[config.mk]
export PLATFORM = sky130hd
export DESIGN_NAME = alarm_escalation_controller_core
export DESIGN_NICKNAME = d
export VERILOG_FILES = /design/src/aec_pkg.sv /design/src/aec_cfg.sv /design/src/aec_step.sv /design/src/alarm_escalation_controller_core.sv
export SDC_FILE = /design/constraint.sdc
export NUM_CORES = 1
export LEC_CHECK = 0
export BUFFER_PORTS_ARGS = -buffer_cell sky130_fd_sc_hd__buf_4
export CAP_MARGIN = 5
export CORE_UTILIZATION = 45
export DETAILED_ROUTE_END_ITERATION = 12
export PLACE_DENSITY = 0.69
export SLEW_MARGIN = 10
export SYNTH_ARGS = -nofsm -noshare
export SYNTH_HDL_FRONTEND = slang
export SYNTH_SLANG_ARGS = --single-unit
[constraint.sdc]
create_clock -name clk -period 7.8 [get_ports clk]
set_input_delay 1.56 -clock clk [delete_from_list [all_inputs] [get_ports clk]]
set_output_delay 1.56 -clock clk [all_outputs]
set_load 0.01 [all_outputs]
[src/aec_pkg.sv]
// shared types, level and beep codes, and register constants for the alarm escalation controller
package aec_pkg;

    localparam int ADDR_W  = 4;
    localparam int DATA_W  = 32;
    localparam int DWELL_W = 20;
    localparam int TIME_W  = 32;

    // alarm levels, 1 is the highest alarm
    localparam logic [2:0] LVL_DISARMED = 3'd0;
    localparam logic [2:0] LVL_SIREN    = 3'd1;
    localparam logic [2:0] LVL_SHOUT    = 3'd2;
    localparam logic [2:0] LVL_SPEAK    = 3'd3;
    localparam logic [2:0] LVL_WARN     = 3'd4;
    localparam logic [2:0] LVL_GUARD    = 3'd5;

    localparam logic [2:0] BEEP_NONE       = 3'd0;
    localparam logic [2:0] BEEP_SHORT      = 3'd1;
    localparam logic [2:0] BEEP_DOUBLE     = 3'd2;
    localparam logic [2:0] BEEP_LONG_TWICE = 3'd4;

    // register indexes (word address)
    localparam logic [1:0] REG_WARN  = 2'd0;
    localparam logic [1:0] REG_SPEAK = 2'd1;
    localparam logic [1:0] REG_SHOUT = 2'd2;

    localparam logic [DWELL_W-1:0] WARN_DWELL_RST  = 20'd8000;
    localparam logic [DWELL_W-1:0] SPEAK_DWELL_RST = 20'd8000;
    localparam logic [DWELL_W-1:0] SHOUT_DWELL_RST = 20'd10000;

    typedef struct packed {
        logic [DWELL_W-1:0] warn;
        logic [DWELL_W-1:0] speak;
        logic [DWELL_W-1:0] shout;
    } dwell_cfg_t;

    typedef struct packed {
        logic [TIME_W-1:0] now_ms;
        logic              armed;
        logic              gate_open;
        logic              lockdown;
        logic              reset_press;
    } poll_t;

    typedef struct packed {
        logic [2:0] next_level;
        logic [2:0] beep;
        logic       hold;
        logic       changed;
    } step_res_t;

endpackage

[src/aec_cfg.sv]
// apb register file holding the three dwell thresholds
module aec_cfg
    import aec_pkg::*;
(
    input  logic              clk,
    input  logic              rst_n,
    input  logic              psel,
    input  logic              penable,
    input  logic              pwrite,
    input  logic [ADDR_W-1:0] paddr,
    input  logic [DATA_W-1:0] pwdata,
    output logic [DATA_W-1:0] prdata,
    output logic              pready,
    output dwell_cfg_t        dwell_cfg
);

    logic [DWELL_W-1:0] warn_reg;
    logic [DWELL_W-1:0] speak_reg;
    logic [DWELL_W-1:0] shout_reg;
    logic               wr_en;
    logic [1:0]         reg_idx;

    assign pready  = 1'b1;
    assign wr_en   = psel && penable && pwrite;
    assign reg_idx = paddr[3:2];

    always_ff @(posedge clk or negedge rst_n)
    begin
        if (!rst_n)
        begin
            warn_reg  <= WARN_DWELL_RST;
            speak_reg <= SPEAK_DWELL_RST;
            shout_reg <= SHOUT_DWELL_RST;
        end
        else if (wr_en)
        begin
            case (reg_idx)
                REG_WARN:  warn_reg  <= pwdata[DWELL_W-1:0];
                REG_SPEAK: speak_reg <= pwdata[DWELL_W-1:0];
                REG_SHOUT: shout_reg <= pwdata[DWELL_W-1:0];
                default:   ;
            endcase
        end
    end

    always_comb
    begin
        case (reg_idx)
            REG_WARN:  prdata = {{(DATA_W-DWELL_W){1'b0}}, warn_reg};
            REG_SPEAK: prdata = {{(DATA_W-DWELL_W){1'b0}}, speak_reg};
            REG_SHOUT: prdata = {{(DATA_W-DWELL_W){1'b0}}, shout_reg};
            default:   prdata = '0;
        endcase
    end

    assign dwell_cfg.warn  = warn_reg;
    assign dwell_cfg.speak = speak_reg;
    assign dwell_cfg.shout = shout_reg;

endmodule

[src/aec_step.sv]
// combinational level transition for one poll
module aec_step
    import aec_pkg::*;
(
    input  logic [2:0]        level,
    input  logic [TIME_W-1:0] entry_time,
    input  logic              hold,
    input  poll_t             poll,
    input  dwell_cfg_t        dwell_cfg,
    output step_res_t         res
);

    logic [DWELL_W-1:0] limit;
    logic [TIME_W-1:0]  dwell;
    logic               reached;

    always_comb
    begin
        case (level)
            LVL_WARN:  limit = dwell_cfg.warn;
            LVL_SPEAK: limit = dwell_cfg.speak;
            default:   limit = dwell_cfg.shout;
        endcase
    end

    // wrap-safe elapsed time at the current level
    assign dwell   = poll.now_ms - entry_time;
    assign reached = dwell >= {{(TIME_W-DWELL_W){1'b0}}, limit};

    always_comb
    begin
        res.next_level = level;
        res.beep       = BEEP_NONE;
        res.hold       = hold;
        if (poll.reset_press)
        begin
            res.hold       = 1'b1;
            res.next_level = LVL_GUARD;
            res.beep       = BEEP_SHORT;
        end
        else
        begin
            case (level)
                LVL_DISARMED:
                begin
                    if (poll.armed)
                    begin
                        res.next_level = LVL_GUARD;
                        res.beep       = BEEP_DOUBLE;
                    end
                end
                LVL_GUARD:
                begin
                    if (!poll.armed)
                    begin
                        res.next_level = LVL_DISARMED;
                        res.beep       = BEEP_SHORT;
                    end
                    else if (!poll.gate_open)
                    begin
                        res.hold = 1'b0;
                    end
                    else if (!hold)
                    begin
                        if (poll.lockdown)
                        begin
                            res.next_level = LVL_SHOUT;
                            res.beep       = BEEP_LONG_TWICE;
                        end
                        else
                        begin
                            res.next_level = LVL_WARN;
                            res.beep       = BEEP_DOUBLE;
                        end
                    end
                end
                LVL_WARN, LVL_SPEAK:
                begin
                    if (!poll.armed)
                    begin
                        res.next_level = LVL_DISARMED;
                        res.beep       = BEEP_SHORT;
                    end
                    else if (!poll.gate_open)
                    begin
                        res.next_level = LVL_GUARD;
                        res.beep       = BEEP_SHORT;
                    end
                    else if (reached)
                    begin
                        res.next_level = level - 3'd1;
                        res.beep       = BEEP_DOUBLE;
                    end
                end
                LVL_SHOUT:
                begin
                    if (!poll.armed)
                    begin
                        res.next_level = LVL_DISARMED;
                        res.beep       = BEEP_SHORT;
                    end
                    else if (reached)
                    begin
                        res.next_level = LVL_SIREN;
                        res.beep       = BEEP_LONG_TWICE;
                    end
                end
                LVL_SIREN:
                begin
                    if (!poll.armed)
                    begin
                        res.next_level = LVL_DISARMED;
                        res.beep       = BEEP_SHORT;
                    end
                end
                default: ;
            endcase
        end
        res.changed = (res.next_level != level);
    end

endmodule

[src/alarm_escalation_controller_core.sv]
// top level of the alarm escalation controller: poll register, level state and result register
//
//  channel  handshake               payload
//  poll in  in_valid / in_ready     now_ms, armed, gate_open, lockdown, reset_press
//  result   out_valid / out_ready   acting_level, new_level, beep_code, level_changed
//  config   apb psel/penable/pready paddr, pwdata, prdata (dwell thresholds)
//
// one poll per cycle sustained while the result side is not stalled; a poll passes from
// the poll register through the level logic into the result register
// the level state is updated in the same cycle, so the next poll sees it at once
// a stalled result holds; the poll register still takes one more transaction behind it
// reset: level disarmed, entry time 0, hold clear, thresholds 8000/8000/10000 ms
module alarm_escalation_controller_core
    import aec_pkg::*;
(
    input  logic              clk,
    input  logic              rst_n,
    input  logic              psel,
    input  logic              penable,
    input  logic              pwrite,
    input  logic [ADDR_W-1:0] paddr,
    input  logic [DATA_W-1:0] pwdata,
    output logic [DATA_W-1:0] prdata,
    output logic              pready,
    input  logic              in_valid,
    output logic              in_ready,
    input  logic [TIME_W-1:0] now_ms,
    input  logic              armed,
    input  logic              gate_open,
    input  logic              lockdown,
    input  logic              reset_press,
    output logic              out_valid,
    input  logic              out_ready,
    output logic [2:0]        acting_level,
    output logic [2:0]        new_level,
    output logic [2:0]        beep_code,
    output logic              level_changed
);

    dwell_cfg_t        dwell_cfg;
    step_res_t         res;
    poll_t             poll_reg;
    logic              poll_valid_reg;
    logic              poll_valid_next;
    logic              out_valid_reg;
    logic              out_valid_next;
    logic [2:0]        level_reg;
    logic [2:0]        level_next;
    logic [TIME_W-1:0] entry_reg;
    logic [TIME_W-1:0] entry_next;
    logic              hold_reg;
    logic              hold_next;
    logic [2:0]        acting_reg;
    logic [2:0]        new_level_reg;
    logic [2:0]        beep_reg;
    logic              changed_reg;
    logic              out_free;
    logic              poll_go;
    logic              in_take;

    aec_cfg u_cfg (
        .clk       (clk),
        .rst_n     (rst_n),
        .psel      (psel),
        .penable   (penable),
        .pwrite    (pwrite),
        .paddr     (paddr),
        .pwdata    (pwdata),
        .prdata    (prdata),
        .pready    (pready),
        .dwell_cfg (dwell_cfg)
    );

    aec_step u_step (
        .level      (level_reg),
        .entry_time (entry_reg),
        .hold       (hold_reg),
        .poll       (poll_reg),
        .dwell_cfg  (dwell_cfg),
        .res        (res)
    );

    assign out_free = !out_valid_reg || out_ready;
    assign poll_go  = poll_valid_reg && out_free;
    assign in_ready = !poll_valid_reg || out_free;
    assign in_take  = in_valid && in_ready;

    always_comb
    begin
        poll_valid_next = poll_valid_reg;
        if (in_take)
            poll_valid_next = 1'b1;
        else if (poll_go)
            poll_valid_next = 1'b0;

        out_valid_next = out_valid_reg;
        if (poll_go)
            out_valid_next = 1'b1;
        else if (out_ready)
            out_valid_next = 1'b0;

        level_next = level_reg;
        entry_next = entry_reg;
        hold_next  = hold_reg;
        if (poll_go)
        begin
            level_next = res.next_level;
            hold_next  = res.hold;
            if (res.changed)
                entry_next = poll_reg.now_ms;
        end
    end

    always_ff @(posedge clk or negedge rst_n)
    begin
        if (!rst_n)
        begin
            poll_valid_reg <= 1'b0;
            out_valid_reg  <= 1'b0;
            level_reg      <= LVL_DISARMED;
            entry_reg      <= '0;
            hold_reg       <= 1'b0;
        end
        else
        begin
            poll_valid_reg <= poll_valid_next;
            out_valid_reg  <= out_valid_next;
            level_reg      <= level_next;
            entry_reg      <= entry_next;
            hold_reg       <= hold_next;
        end
    end

    // payload registers
    always_ff @(posedge clk)
    begin
        if (in_take)
        begin
            poll_reg.now_ms      <= now_ms;
            poll_reg.armed       <= armed;
            poll_reg.gate_open   <= gate_open;
            poll_reg.lockdown    <= lockdown;
            poll_reg.reset_press <= reset_press;
        end
        if (poll_go)
        begin
            acting_reg    <= level_reg;
            new_level_reg <= res.next_level;
            beep_reg      <= res.beep;
            changed_reg   <= res.changed;
        end
    end

    assign out_valid     = out_valid_reg;
    assign acting_level  = acting_reg;
    assign new_level     = new_level_reg;
    assign beep_code     = beep_reg;
    assign level_changed = changed_reg;

    a_changed_flag: assert property (@(posedge clk) disable iff (!rst_n)
        out_valid |-> (level_changed == (new_level != acting_level)))
        else $error("level_changed disagrees with levels");

    a_level_codes: assert property (@(posedge clk) disable iff (!rst_n)
        out_valid |-> (new_level != 3'd6 && new_level != 3'd7))
        else $error("unreachable level code reported");

    a_long_beep: assert property (@(posedge clk) disable iff (!rst_n)
        (out_valid && beep_code == BEEP_LONG_TWICE) |->
            (new_level == LVL_SHOUT || new_level == LVL_SIREN))
        else $error("long beep without escalation to level 2 or 1");

    a_quiet_hold: assert property (@(posedge clk) disable iff (!rst_n)
        (out_valid && !level_changed && beep_code != BEEP_NONE) |->
            (new_level == LVL_GUARD && beep_code == BEEP_SHORT))
        else $error("beep without level change outside a reset press");

    a_state_tracks: assert property (@(posedge clk) disable iff (!rst_n)
        poll_go |=> (level_reg == new_level && out_valid))
        else $error("level state and result register disagree");

endmodule

== Yosys cells after proc, flatten, opt, wreduce, memory -nomap -nowiden ==
Cells that the tools add are included.

* Register bits: 144
* Latch bits: 0
* Bits in writable memories: 0
* Bits in read-only memories: 0
* Input port bits: 79
* Output and inout port bits: 45
* Word-level logic and storage cells: 71
* Memories: 0

* $add $sub $neg: 2
* $mul: 0
* Divide/modulo/power cells: 0
* Order comparisons: 1
* Eq/ne operators: 9
* Shifts and indexed selects: 0
* Muxes and demuxes: 22
* Bitwise logic cells: 0
* Reduce and logical (&&, ||, !) cells: 20

{| class="wikitable"
|+ Operators with widths
! operator !! number
|-
| 6-bit two-way mux || 11
|-
| 20-bit one-hot mux with 3 select lines || 1
|-
| 20-bit one-hot mux with 2 select lines || 1
|-
| 32-bit by 20-bit >= comparator with 1-bit output || 1
|-
| 32-bit subtractor || 1
|-
| 6-bit one-hot mux with 5 select lines || 1
|-
| 2-bit AND reduction || 4
|-
| 2-bit nonzero test || 4
|-
| 1-bit two-way mux || 7
|-
| 7-bit two-way mux || 1
|-
| 3-bit by 2-bit == test with 1-bit output, second input constant || 2
|-
| 3-bit == test, second input constant || 2
|-
| 1-bit logical AND || 4
|-
| 4-bit AND reduction || 1
|-
| 3-bit by 1-bit == test with 1-bit output, second input constant || 1
|-
| 3-bit zero test || 1
|-
| 3-bit != test || 1
|-
| 3-bit by 1-bit subtractor with 3-bit output, second input constant || 1
|-
| 2-bit by 1-bit == test with 1-bit output, second input constant || 1
|-
| 2-bit == test, second input constant || 1
|-
| 1-bit zero test || 2
|-
| 2-bit zero test || 1
|-
| 1-bit logical OR || 2
|-
| 2-bit != test, second input constant || 1
|-
| 2-bit OR reduction || 1
|}

== Logic depth before layout (Yosys ltp) ==
Gate-level depths: netlist (run 1).

* Depth in word-level cells: 10
* Mapped depth: 31
* Gate-level depth less buffers: 30

== Cells and area by module ==
A second synthesis (run 1) with hierarchy kept.

* Cells, all modules: 862
* Area, all modules: 9,152.5 um^2

{| class="wikitable"
|+ Modules (own cells, without submodules)
! module !! instances !! cells each !! area an instance (um^2) !! seq. area each (um^2)
|-
| aec_step || 1 || 517 || 3,311.9 || 0.0
|-
| alarm_escalation_controller_core || 1 || 132 || 2,981.6 || 2,332.2
|-
| aec_cfg || 1 || 213 || 2,859.0 || 1,522.7
|}

== Worst setup path after synthesis (run 1) ==
No wires, ideal clock.

* Kind: reg2reg
* From: reg poll_reg[4] (netlist name)
* To: reg entry_reg[10]
* Setup time: 125 ps
* Arrival time: 6,112 ps
* Data required time: 7,675 ps
* Path slack: 1,563 ps
* Cell stages (with the launch flop): 30
* Buffers on the path: 1
* Period minus slack after synthesis: 6,237 ps
* Cell sequence: edfxtp_1 -> inv_1 -> ha_1 -> inv_1 -> fa_1 -> a21o_2 -> a221o_2 -> a211oi_2 -> o21ai_0 -> a21oi_1 -> xnor2_1 -> ha_1 -> a2111oi_0 -> o41a_1 -> o211ai_1 -> a32oi_1 -> and4_1 -> and4_1 -> o211ai_1 -> nor4b_1 -> ha_1 -> o21ai_0 -> o221ai_1 -> a211o_1 -> xnor2_1 -> o211ai_1 -> o21ai_0 -> nand3_2 -> buf_6 -> mux2_4

{| class="wikitable"
|+ RTL lines
! element !! line !! RTL
|-
| start: declaration || alarm_escalation_controller_core.sv:42 || <nowiki>poll_t poll_reg;</nowiki>
|-
| end signal: assignment || alarm_escalation_controller_core.sv:129 || <nowiki>entry_reg <= entry_next;</nowiki>
|-
| end: declaration || alarm_escalation_controller_core.sv:49 || <nowiki>logic [TIME_W-1:0] entry_reg;</nowiki>
|}

==> metrics.txt, run 1 <==
violations in the final reports DRC; Worst Path Max Fanout 31; utilization after layout 53.1%; global-route wire length before repair roughly 34000 um; adder and majority cell fraction of the synthesized area around 8%; peak per-stage delay on the critical path 0.46 ns; number of max-cap violations 0; CTS tree built; flip-flop count of the largest register, all copies and words added 36; placed cell count 1228; run status finished with violations; Setup TNS 0 ns; worst slew margin relative to its limit 30.2%; data arrival at the endpoint of the critical path 7.57 ns; cells taking the most area after synthesis sky130_fd_sc_hd__dfrtp_1 22%, sky130_fd_sc_hd__edfxtp_1 15%, sky130_fd_sc_hd__ha_1 7.7%; total of warnings raised by yosys 0; ratio of cells with drive above 1 in the final layout 27.4%; total of endpoints with negative setup slack in the final report 0; Worst Path Class, Setup flop to flop; Worst-path clk slew 0.06 ns; post-synthesis to final-layout area growth 15.7%; multiplexer area fraction after synthesis 17.1%; cell row count 52; synthesized area divided by synthesized cell count 10.4 um^2; boundary pin count 124; post-detailed-route DRC marker count 2; peak supply drop roughly 230 uV; initial antenna violation count 0; post-synthesis register bit count 144; EDFF count, synth 46; Post-CTS Hold Buffers 0; R2R setup slack approximately 0.54 ns; type of the worst min-delay path flop to flop; part of the cycle the worst path needs 93.0%; count of unique library cells instantiated by Yosys 76; Tmin final 7.26 ns; ANT cells 0; sum of overflow across all layers after global routing 0; Crit path required time a little over 8 ns; combinational family with the most area after synthesis multiplexers; RSZ-0062 raised after global routing false; share of the synthesized area in compound gates (AO/OA/AOI/OAI) 14.4%; Final Hold Fails 0; antenna viol nets, final 0; number of port buffers 96; leakage component of the power about 4.6 nW; per-cell via count in the routed design 5.57; Routed wire per std cell 16.7 um; xor and xnor fraction of the mapped netlist area 2.17%; worst hold slack across all endpoints about 0.50 ns; standard cell core area about 20000 um^2; share of the synthesized area in the top cell type 21.8%; post-detailed-placement cell area 10100 um^2; final non-filler cell total about 1.3k; number of buffers added for setup after CTS 0; Die Span X 146 um; simple-gate share of the synthesized area around 11%; number of global-route vias before repair 6880; Syn Std Cell Area 9290 um^2; cell type with the highest aggregate area in the netlist sky130_fd_sc_hd__dfrtp_1; net count reported at finish 1114; Num CTS Buffers 17; count of cells resized by post-cts repair 0; number of clock sinks about 140; area of all placed cells without fillers 10700 um^2; chip height 146 um; predominant post-synthesis flop cell sky130_fd_sc_hd__dfrtp_1; most frequent cells in the layout 101 x sky130_fd_sc_hd__buf_4, 81 x sky130_fd_sc_hd__dfrtp_1, 77 x sky130_fd_sc_hd__nand2_1; sequential cell area fraction in the yosys report about 42%; die area 21200 um^2; proportion of synthesized flip-flops having asynchronous set or reset roughly 70%; clk_skew 0.0149 ns; Post-Syn Instances between 800 and 900; Clock Root Buffer sky130_fd_sc_hd__clkbuf_16; cell type of the slowest stage on the worst timing path sky130_fd_sc_hd__a2111oi_0; power per cell area about 400 nW/um^2; number of levels in the clock H-tree 4; starting utilization of the core area a little under half; most common library cell in the layout ignoring fill and taps sky130_fd_sc_hd__buf_4; Fmax 0.138 GHz; Critical Path Source Type flop; sort of element at the end of the critical path flop; overall fraction of global-route tracks in use 20.5%; clock latency on the worst-skew pair about 0.44 ns; DR vias 7012; Least-Margin Pin Slew 1.04 ns; final wirelength 21100 um; final weighted congestion of routability-driven global placement 0.911; starting DRC count in detailed routing between 500 and 600; post-detailed-placement half-perimeter wirelength 14600 um; total count of max-transition violations in the final report 0; first-pass detailed-route iteration total 12; number of buffers on the longest clock path 2; pin count of the biggest net entering global routing 57
-- cells in the mapped netlist (all sizes together) (6+ instances only) --
cell type,number
and4,6
mux2i,43
a21o,7
o211ai,10
nand3,11
nor2,54
xor2,12
clkbuf,26
mux2,93
buf,25
nor3,10
a21oi,76
nand2,77
inv,47
a31oi,9
edfxtp,46
dfrtp,81
o21a,11
nand4,10
nand2b,10
xnor2,11
dfstp,17
o21ai,65
ha,57
nor2b,7
-- routing by layer --
metal / GRT usage, % / vias to the layer above / share of wire (%)
li1: - / 3392 / -
met1: 28.1 / 3418 / 47
met2: 32.8 / 173 / 47
met3: 4.01 / 29 / 3.5
met4: 6.53 / 0 / 1.8
met5: 0 / - / 0
-- path summary, 6_finish.rpt --
path                                start             endpoint  depth (start not counted)
max                           poll_reg[4]        entry_reg[19]                         29
min                        poll_valid_reg            out_valid                          1
max reg2reg                   poll_reg[4]        entry_reg[19]                         29
min reg2reg                poll_valid_reg            out_valid                          1
max in group asynchronous           rst_n  u_cfg.shout_reg[18]                          2
min in group asynchronous           rst_n   u_cfg.speak_reg[4]                          1
-- critical path: cells and delay by family (launching register included) --
kind / cells / cell delay [ns]
AOI/OAI and AO/OA: 15 / 3.64
adders and majority gates: 4 / 1.16
and+or+nand+nor: 4 / 0.96
DFF: 1 / 0.39
buffers and inverters: 3 / 0.34
muxes: 1 / 0.32
xor gates and xnor gates: 2 / 0.30
-- power breakdown --
part	switching [mW]	leakage (nW)	total [mW]	internal, mW
clock	0.321	0.296	0.835	0.514
combinational	1.23	2.76	2.23	1.00
sequential	0.141	1.59	1.14	0.997
-- kinds of logic (layout without fill, tap and decap cells) --
logic type	count (synthesis)	count (layout)
other	2	13
AOI/OAI and AO/OA	218	218
adders and majority gates	58	58
and+or+nand+nor	216	216
DFF	144	144
xor gates and xnor gates	23	23
muxes	136	136
buffers and inverters	100	182
-- area by class of cell --
class,instances,area [um^2]
well taps,270,338
clock inverters,6,66.3
fillers,1815,9490
repair buffers,102,778
clock buffers,26,543
multi-input cells,664,4990
flip-flops and latches,144,3850
inverters,48,180
-- metrics by stage --
stage	setup WS, ns	total power, mW
3_5_place_dp	0.521	3.34
2_1_floorplan	1.56	2.83
4_1_cts	0.446	4.20
5_1_grt	0.0756	4.54
6_report	0.545	4.20
3_3_place_gp	0.581	3.28
Power figures use the tool's default switching activity.
==> inputs of run 2 (changes only) <==
--- a/config.mk
+++ b/config.mk
@@ -9,7 +9,6 @@
 export CAP_MARGIN = 5
 export CORE_UTILIZATION = 45
 export DETAILED_ROUTE_END_ITERATION = 12
-export PLACE_DENSITY = 0.69
 export SLEW_MARGIN = 10
 export SYNTH_ARGS = -nofsm -noshare
 export SYNTH_HDL_FRONTEND = slang
==> metrics.txt, run 2 (synthesis gave the netlist of run 1 again) <==
run status finished, final reports clean (was finished with violations); cell type of the slowest stage on the worst timing path sky130_fd_sc_hd__a2111oi_1 (was sky130_fd_sc_hd__a2111oi_0); routed length on met1 10300 um (was 9960 um); hold path startpoint poll_valid_reg (unchanged); Critical Path Source Type flop (unchanged); reg2reg path depth 29 (unchanged); final wirelength 20800 um (was 21100 um); part of the cycle the worst path needs 94.5% (was 93.0%); per-cell via count in the routed design 5.50 (was 5.57); Tmin final 7.37 ns (was 7.26 ns); global-route wire length before repair 34000 um (was 34500 um); leakage component of the power 4.64 nW (about the same); peak supply drop 179 uV (was 234 uV); sum of overflow across all layers after global routing 0 (unchanged); placed cell count 1231 (was 1228); starting DRC count in detailed routing 444 (was 552); CTS tree built (unchanged); clk_skew 0.00939 ns (was 0.0149 ns); utilization after layout 53.1% (about the same); sort of element at the end of the critical path flop (unchanged); net count reported at finish 1117 (was 1114); standard cell core area 20200 um^2 (unchanged); Final Hold Fails 0 (unchanged); number of max-cap violations 0 (unchanged); number of buffers on the longest clock path 2 (unchanged); type of the worst min-delay path flop to flop (unchanged); Buf+Inv Stages, Crit Path 3 (unchanged); R2R setup slack 0.43 ns (was 0.54 ns); most frequent cells in the layout 104 x sky130_fd_sc_hd__buf_4, 81 x sky130_fd_sc_hd__dfrtp_1, 77 x sky130_fd_sc_hd__nand2_1 (was 101 x sky130_fd_sc_hd__buf_4, 81 x sky130_fd_sc_hd__dfrtp_1, 77 x sky130_fd_sc_hd__nand2_1); Worst Path Class, Setup flop to flop (unchanged); family of cells with the greatest summed delay on the critical path compound AO/OA/AOI/OAI gates (unchanged); Least-Margin Pin Slew 1.05 ns (was 1.04 ns); Die Span X 146 um (unchanged); Crit path required time 8.11 ns (about the same); number of global-route vias before repair 6627 (was 6880); flip-flop count of the largest register, all copies and words added 36 (unchanged); Filler Cells Inserted 1853 (was 1815); total count of max-transition violations in the final report 0 (unchanged); final weighted congestion of routability-driven global placement 0.874 (was 0.911); worst reg2reg endpoint entry_reg[14] (was entry_reg[19]); most common library cell in the layout ignoring fill and taps sky130_fd_sc_hd__buf_4 (unchanged); cell row count 52 (unchanged); power per cell area 387 nW/um^2 (was 391 nW/um^2); starting utilization of the core area 45.9% (unchanged); post-detailed-placement half-perimeter wirelength 14800 um (was 14600 um); Worst Path Max Fanout 31 (unchanged); number of buffers added for setup after CTS 0 (unchanged); first-pass detailed-route iteration total 5 (was 12); clock latency on the worst-skew pair 0.42 ns (was 0.44 ns); Setup TNS 0 ns (unchanged); total of endpoints with negative setup slack in the final report 0 (unchanged); post-detailed-route DRC marker count 0 (was 2); ANT cells 0 (unchanged); die area 21200 um^2 (unchanged); data arrival at the endpoint of the critical path 7.68 ns (was 7.57 ns); number of clock sinks 144 (unchanged); number of levels in the clock H-tree 4 (unchanged); boundary pin count 124 (unchanged); post-synthesis to final-layout area growth 15.6% (was 15.7%); initial antenna violation count 0 (unchanged); pin count of the biggest net entering global routing 68 (was 57); ratio of cells with drive above 1 in the final layout 27.9% (was 27.4%); peak per-stage delay on the critical path 0.54 ns (was 0.46 ns); routed length on met3 741 um (was 738 um); reg-to-reg startpoint poll_reg[4] (unchanged); RSZ-0062 raised after global routing false (unchanged); met2 WL post-DR 9580 um (was 9980 um); highest signal layer in the routed design met4 (unchanged); antenna viol nets, final 0 (unchanged); Clock Root Buffer sky130_fd_sc_hd__clkbuf_16 (unchanged); number of port buffers 96 (unchanged); DR vias 6952 (was 7012); hold path depth 1 (unchanged); Worst-path clk slew 0.06 ns (about the same); overall fraction of global-route tracks in use 20.3% (was 20.5%); Routed wire per std cell 16.5 um (was 16.7 um); worst slew margin relative to its limit 30.1% (was 30.2%); Num CTS Buffers 17 (unchanged); chip height 146 um (unchanged); Fmax 0.136 GHz (was 0.138 GHz); end point of the worst hold path out_valid (unchanged); final non-filler cell total 1263 (was 1260)
==> run 2: cell types whose count changed in the layout (fill, tap and decap cells not counted), sizes merged <==
cell,delta
buf,+3
bufinv,-1
clkbuf,-4
clkinv,+3
inv,+2
==> run 2: worst reg2reg max path, delay by kind of cell, from the launching register on <==
family	cells	cell delay, ns
AO/OA/AOI/OAI	15	3.75
adder cells (fa/ha/maj)	4	1.15
AND/OR/NAND/NOR	4	0.86
flip-flops	1	0.42
XOR/XNOR	2	0.38
buffers and inverters	3	0.35
multiplexers	1	0.35
==> run 2: power breakdown <==
group          switching, mW  leakage [nW]  total [mW]  internal, mW
clock                  0.325         0.282       0.781         0.455
combinational           1.24          2.77        2.25          1.01
sequential             0.128          1.59        1.12         0.997
==> run 2: worst max-delay path by stage <==
stage | start | end | slack, ns | cells past startpoint
after floorplan | poll_reg[4] | entry_reg[10] | 1.56 | 29
after global placement | poll_reg[4] | entry_reg[23] | 0.38 | 29
after detailed placement | poll_reg[4] | entry_reg[27] | 0.24 | 29
after CTS | poll_reg[4] | entry_reg[23] | 0.19 | 29
after global routing | poll_reg[4] | entry_reg[14] | 0.06 | 29
final | poll_reg[4] | entry_reg[14] | 0.43 | 29
==> run 2: metal layers <==
layer	track usage, %	vias up
li1	-	3410
met1	28.9	3367
met2	32.3	159
met3	3.67	16
met4	4.37	0
met5	0	-
==> run 2: final cells by class <==
cell class,count,area (um^2),area share (%)
multi-input cells,664,4990,46.5
flip-flops and latches,144,3850,35.9
repair buffers,105,801,7.46
clock buffers,22,497,4.63
well taps,270,338,3.15
inverters,48,180,1.68
clock inverters,10,73.8,0.687
==> run 2: timing repair <==
action,CTS,global route
endpoints found under the hold margin,0,0
setup endpoints to repair,0,32
gates resized for setup,0,3
hold buffers,0,0
==> run 2: metrics by stage <==
step,setup slack [ns],power (mW),hold slack (ns),area (um^2)
6_report,0.429,4.15,0.498,10700
5_1_grt,0.0582,4.50,0.521,10700
4_1_cts,0.186,4.17,0.496,10700
3_5_place_dp,0.242,3.35,0.484,10200
3_3_place_gp,0.383,3.33,0.477,10200
2_1_floorplan,1.56,2.83,0.457,9330
